===== config.mk =====
export PLATFORM = sky130hd
export DESIGN_NAME = i4dq_merge
export DESIGN_NICKNAME = d
export VERILOG_FILES = /design/src/hdl/i4dq_pkg.sv /design/src/hdl/i4dq_merge.sv
export SDC_FILE = /design/constraint.sdc
export NUM_CORES = 2
export LEC_CHECK = 0
export ABC_AREA = 1
export BUFFER_PORTS_ARGS = -buffer_cell sky130_fd_sc_hd__buf_2
export CAP_MARGIN = 5
export CORE_ASPECT_RATIO = 0.5
export CORE_MARGIN = 2
export CORE_UTILIZATION = 30
export DETAILED_ROUTE_END_ITERATION = 8
export PLACE_DENSITY = 0.45
export SYNTH_ARGS = -nofsm -noshare
export SYNTH_HDL_FRONTEND = slang
export SYNTH_SLANG_ARGS = --single-unit

===== constraint.sdc =====
create_clock -name clock -period 5.2 [get_ports clock]
set_input_delay 0.52 -clock clock [delete_from_list [all_inputs] [get_ports clock]]
set_output_delay 0.52 -clock clock [all_outputs]
set_load 0.01 [all_outputs]

===== src/hdl/i4dq_pkg.sv =====
// ---------------------------------------------------------------------------
// i4dq_pkg
// Shared types and constants for the int4 dequantizing matrix-vector block.
// ---------------------------------------------------------------------------
package i4dq_pkg;

   // number of weight lanes: one per nibble of a packed weight byte
   localparam int LANES = 2;

   localparam int INDEX_W  = 12;
   localparam int ACT_W    = 16;
   localparam int BYTE_W   = 8;
   localparam int NIB_W    = 4;
   localparam int WGT_W    = 5;
   localparam int LPROD_W  = 21;
   localparam int ACC_W    = 40;
   localparam int SCALE_W  = 16;
   localparam int PROD_W   = 56;
   localparam int RESULT_W = 32;
   localparam int ROW_W    = 16;
   localparam int PPR_W    = 12;
   localparam int RCNT_W   = 17;
   localparam int REQ_W    = 56;
   localparam int RSP_W    = 48;
   localparam int CSR_W    = 17;

   // weight offset removed from every nibble
   localparam logic signed [WGT_W-1:0] NIB_OFFSET = 5'sd8;

   // configuration register indexes
   typedef enum logic {
      CSR_PAIRS_PER_ROW = 1'b0,
      CSR_ROW_COUNT     = 1'b1
   } csr_index_type;

   typedef logic signed [LPROD_W-1:0] lane_prod_type;

   // per-lane control from the sequencer
   typedef struct packed {
      logic wr_en;   // write the activation bank
      logic rd_en;   // read the bank for a weight item
      logic s2_en;   // advance the product stage
   } lane_ctrl_type;

   // row information that travels beside a weight item
   typedef struct packed {
      logic                      row_end;
      logic signed [SCALE_W-1:0] scale;
      logic [ROW_W-1:0]          row_index;
      logic                      last_row;
   } row_meta_type;

   typedef struct packed {
      logic         valid;
      row_meta_type meta;
   } row_tok_type;

endpackage


===== src/hdl/i4dq_merge.sv =====
// ---------------------------------------------------------------------------
// i4dq_merge
// Merge stage: adds the lane products into the row accumulator, scales the
// finished row sum, rounds to Q20.12, saturates and holds the result item.
// ---------------------------------------------------------------------------
module i4dq_merge (
   input  logic                                  clock,
   input  logic                                  reset,
   input  i4dq_pkg::row_tok_type                 tok,
   input  i4dq_pkg::lane_prod_type               lane_prod [i4dq_pkg::LANES],
   output logic                                  take,
   input  logic                                  rsp_ready,
   output logic                                  rsp_valid,
   output logic signed [i4dq_pkg::RESULT_W-1:0]  rsp_result,
   output logic [i4dq_pkg::ROW_W-1:0]            rsp_row_index,
   output logic                                  rsp_last,
   output logic                                  rsp_sat
);
   import i4dq_pkg::*;

   localparam int RND_W = PROD_W - 12;
   localparam logic signed [RND_W-1:0] RND_MAX = 44'sd2147483647;
   localparam logic signed [RND_W-1:0] RND_MIN = -44'sd2147483648;
   localparam logic signed [PROD_W-1:0] RND_HALF = 56'sd2048;

   logic signed [ACC_W-1:0] acc_ff;
   logic signed [ACC_W-1:0] sum_in;

   logic                      v3_ff;
   logic signed [ACC_W-1:0]   sum3_ff;
   logic signed [SCALE_W-1:0] scale3_ff;
   logic [ROW_W-1:0]          row3_ff;
   logic                      last3_ff;

   logic                      v4_ff;
   logic signed [PROD_W-1:0]  prod4_in;
   logic signed [PROD_W-1:0]  prod4_ff;
   logic [ROW_W-1:0]          row4_ff;
   logic                      last4_ff;

   logic signed [PROD_W-1:0]  biased;
   logic signed [RND_W-1:0]   rnd;
   logic signed [RESULT_W-1:0] res_in;
   logic                      sat_in;

   logic                      rsp_valid_ff;
   logic signed [RESULT_W-1:0] rsp_result_ff;
   logic [ROW_W-1:0]          rsp_row_ff;
   logic                      rsp_last_ff;
   logic                      rsp_sat_ff;

   logic ready_out;
   logic ready4;
   logic ready3;
   logic row_done;

   // stage handshakes, from the output back
   always_comb begin
      ready_out = !rsp_valid_ff || rsp_ready;
      ready4    = !v4_ff || ready_out;
      ready3    = !v3_ff || ready4;
      take      = tok.valid && (!tok.meta.row_end || ready3);
      row_done  = take && tok.meta.row_end;
   end

   // add the lane products to the running row sum
   always_comb begin
      sum_in = acc_ff;
      for (int i = 0; i < LANES; i++) begin
         sum_in = sum_in + ACC_W'(lane_prod[i]);
      end
   end

   // accumulate, clear at the row end
   always_ff @(posedge clock) begin
      if (reset) begin
         acc_ff <= '0;
      end else if (take) begin
         acc_ff <= tok.meta.row_end ? '0 : sum_in;
      end
   end

   // capture the finished row sum
   always_ff @(posedge clock) begin
      if (reset) begin
         v3_ff <= 1'b0;
      end else if (ready3) begin
         v3_ff <= row_done;
      end
   end

   always_ff @(posedge clock) begin
      if (row_done) begin
         sum3_ff   <= sum_in;
         scale3_ff <= tok.meta.scale;
         row3_ff   <= tok.meta.row_index;
         last3_ff  <= tok.meta.last_row;
      end
   end

   // scale the row sum
   assign prod4_in = PROD_W'(sum3_ff) * PROD_W'(scale3_ff);

   always_ff @(posedge clock) begin
      if (reset) begin
         v4_ff <= 1'b0;
      end else if (ready4) begin
         v4_ff <= v3_ff;
      end
   end

   always_ff @(posedge clock) begin
      if (ready4) begin
         prod4_ff <= prod4_in;
         row4_ff  <= row3_ff;
         last4_ff <= last3_ff;
      end
   end

   // round half up to Q20.12 and clip to 32 bits
   always_comb begin
      biased = prod4_ff + RND_HALF;
      rnd    = biased[PROD_W-1:12];
      sat_in = 1'b0;
      res_in = rnd[RESULT_W-1:0];
      if (rnd > RND_MAX) begin
         res_in = RND_MAX[RESULT_W-1:0];
         sat_in = 1'b1;
      end else if (rnd < RND_MIN) begin
         res_in = RND_MIN[RESULT_W-1:0];
         sat_in = 1'b1;
      end
   end

   // hold the result item until taken
   always_ff @(posedge clock) begin
      if (reset) begin
         rsp_valid_ff <= 1'b0;
      end else if (ready_out) begin
         rsp_valid_ff <= v4_ff;
      end
   end

   always_ff @(posedge clock) begin
      if (ready_out) begin
         rsp_result_ff <= res_in;
         rsp_row_ff    <= row4_ff;
         rsp_last_ff   <= last4_ff;
         rsp_sat_ff    <= sat_in;
      end
   end

   assign rsp_valid     = rsp_valid_ff;
   assign rsp_result    = rsp_result_ff;
   assign rsp_row_index = rsp_row_ff;
   assign rsp_last      = rsp_last_ff;
   assign rsp_sat       = rsp_sat_ff;

endmodule


==> results.yml <==
status:
  outcome: "finished, violations left"
  violations: "setup timing"
setup_path:
  rr_endpoint: "prod4_ff[27]$_DFFE_PP_"
  worstPathRequired_ns: 5.57
  r2r_cells: 26
  r2r_start: "scale3_ff[2]$_DFFE_PP_"
  startpoint_type: "flop"
  worstSetupStartpoint: "scale3_ff[2]$_DFFE_PP_"
  crit_path_end_kind: "flop"
  path_class: "flop to flop"
  cp_max_fo: 5
  crit_arrival_ns: 6.35
  endpoint: "prod4_ff[27]$_DFFE_PP_"
  rrSetupSlack_ns: -0.78
synth:
  syn_area_per_cell_um2: 8.04
  syn_inst: 4379
  ys_ff_latch: 228
  syn-num-nets: 5263
  async_flop_share_pct: 0
  synth_ff_type: "edfxtp_1"
  ys_types: 34
  yosysSeqAreaShare_pct: 18.2
  synth_enable_flop_cells: 185
  syn_area_mm2: 0.0352
  yosysWarnings: 0
routing:
  wire_per_inst_um: 19.8
  wirelength_um: 129000
  drcViolationCount: 0
  ant_nets: 0
  avgViaCountPerCell: 4.56
  drtIter0Drc: 1766
  dr.pass1.iters: 5
  vias: 29800
sta:
  fin_setup_tns_ns: -28.59
  rsz0062_at_grt: "true"
  setup_ws_ns: -0.782
  drv_slew: 0
  period_minus_slack_ns: 5.98
  fin_crit_sh_pct: 115
  relSlewSlack_pct: 20.7
  hold_viol: 0
  setup_violations: 45
  clock.fmax_mhz: 167
  skew_ns: 0.0474
  worstMarginPinSlew_ns: 1.19
grt:
  overflow: 0
  grt_max_degree: 64
  grt_pass1_vias: 31800
  grt_antenna_before_repair: 3
  grt_pass1_wl_um: 195000
  grt.total_usage_pct: 21.5
cts:
  tritoncts.num_buffers: 28
  clkTransAtPathRegs_ns: 0.07
  root_buffer: "clkbuf_16"
  cts_buffer_depth: 3
  clk_latency_ns: 0.65
  cts_sinks: 228
  cts_tree: "built"
  h-tree-depth: 1
layout:
  final-instance-count-excl-fill: 6537
  nFillCells: 11900
  area_growth_pct: 34.5
  layout_common_cells: "1055 x nand2_1, 956 x inv_1, 569 x fa_1"
  final_common_cell: "nand2_1"
  final_nets: 5823
  drive_gt1_share_pct: 28.4
die:
  die_x_um: 488
  initial_core_util_pct: 30.4
  die_height_um: 246
  rows: 88
  coreArea_mm2: 0.116
  die_area_mm2: 0.120
  ioPinCount: 132
placed_design:
  hpwl_um: 107000
  dp_cells: 6359
  numPortBuffers: 131
  globalplace.congestion: 0.939
run:
  drv_cap: 0
worst_hold_path:
  hp-class: "input pin to flop"
-- sequential cells by signal, summed over array words and instances, names as in the netlist --
signal / flops
scale3_ff: 16
sum3_ff: 40
rsp_last: 1
last4_ff: 1
acc_ff: 40
rsp_valid: 1
row4_ff: 16
rsp_row_index: 16
prod4_ff: 45
v4_ff: 1
row3_ff: 16
last3_ff: 1
rsp_result: 32
rsp_sat: 1
v3_ff: 1
-- final cells by class --
| type | instances | area [um^2] | area share (%) |
|---|---|---|---|
| well taps | 1575 | 1970 | 4.16 |
| clock inverters | 21 | 270 | 0.571 |
| inverters | 1104 | 4180 | 8.83 |
| diodes | 1 | 2.50 | 0.00529 |
| clock buffers | 31 | 722 | 1.53 |
| repair buffers | 686 | 6450 | 13.6 |
| flip-flops and latches | 228 | 6420 | 13.6 |
| multi-input cells | 2891 | 27300 | 57.7 |
-- cells in the mapped netlist (6+ instances only) --
library cell  number  share of area (%)
o21bai_1          14               0.30
xor2_1            72                1.8
o21a_1             6               0.13
nor4_1             8               0.14
ha_1             167                5.9
nand3_1          105                1.5
nand3b_1           7               0.15
a21o_1            10               0.21
inv_1           1104                 12
or2_2             12               0.21
nor3_1            15               0.21
xnor2_1           24               0.60
o21ai_0           84                1.2
dfxtp_1           43                2.4
a31oi_1           10               0.18
nor2_1           300                3.2
clkbuf_1         146                1.6
edfxtp_1         185                 16
a21oi_1          164                2.3
nand4_1           32               0.57
fa_1             637                 36
nand2_1         1188                 13
and2_1            20               0.36
-- cell families (layout without fill, tap and decap cells) --
kind of cell / after synthesis / in the layout / synth area share [%]
DFF: 228 / 228 / 18.2
AOI/OAI and AO/OA: 294 / 294 / 4.47
adders and majority gates: 804 / 804 / 42.2
and+or+nand+nor: 1697 / 1697 / 19.2
other: 0 / 1 / 0
xor gates and xnor gates: 96 / 96 / 2.39
buffers and inverters: 1260 / 1842 / 13.5
-- through the flow --
step           hold WS, ns  instance area, um^2  utilization (%)  worst slack (ns)
2_1_floorplan        0.400                36600                -            -0.145
3_3_place_gp         0.401                42200             36.4             -1.15
3_5_place_dp         0.406                42200             36.4             -1.17
4_1_cts             0.0104                46100             39.8            -0.709
5_1_grt             0.0184                47300             40.9            -0.994
6_report            0.0567                47300             40.9            -0.782
-- how the worst min path moves through the flow --
stage                                from                           to  slack, ns  depth (start not counted)
floorplan              last3_ff$_DFFE_PP_           last4_ff$_DFFE_PP_       0.40                          0
CTS                               tok[18]       scale3_ff[1]$_DFFE_PP_       0.01                          1
global placement    row4_ff[12]$_DFFE_PP_  rsp_row_index[12]$_DFFE_PP_       0.40                          0
global route                      tok[18]       scale3_ff[1]$_DFFE_PP_       0.02                          1
detailed placement   row3_ff[1]$_DFFE_PP_         row4_ff[1]$_DFFE_PP_       0.41                          0
finish                            tok[18]       scale3_ff[1]$_DFFE_PP_       0.06                          1
-- critical path, cell delays in order, from the launching register on --
cell and delay [ns]:
edfxtp_1 0.39, buf_12 0.16, buf_12 0.12, buf_6 0.10, buf_4 0.11, nand2_2 0.05
fa_1 0.49, inv_1 0.05, fa_1 0.49, inv_2 0.04, fa_2 0.53, inv_2 0.04
fa_1 0.48, fa_1 0.58, inv_2 0.06, fa_1 0.55, inv_2 0.05, ha_4 0.32
nand2_4 0.07, buf_6 0.13, nor2_4 0.12, inv_4 0.06, nor4_4 0.28, nand2_1 0.13
nand2_2 0.13, buf_6 0.12, xor2_2 0.07
-- timing repair --
item | in CTS | in global routing
buffers inserted | 86 | 42
pin swaps | 312 | 234
setup endpoints to repair | 45 | 45
resized for setup | 608 | 238
hold endpoints to repair | 2 | 0
cloned | 6 | 3
hold buffers | 2 | 0
-- routing by layer --
layer	share of wire [%]	GRT usage, %	wire, um
met4	2.4	4.35	3050
met2	46	35.3	59100
met5	0.0085	0	11
met3	4.3	2.32	5570
met1	48	30.8	61500
Power is not shown: default switching activity piles up to over one toggle a cycle in this logic, so the estimate is an artifact.
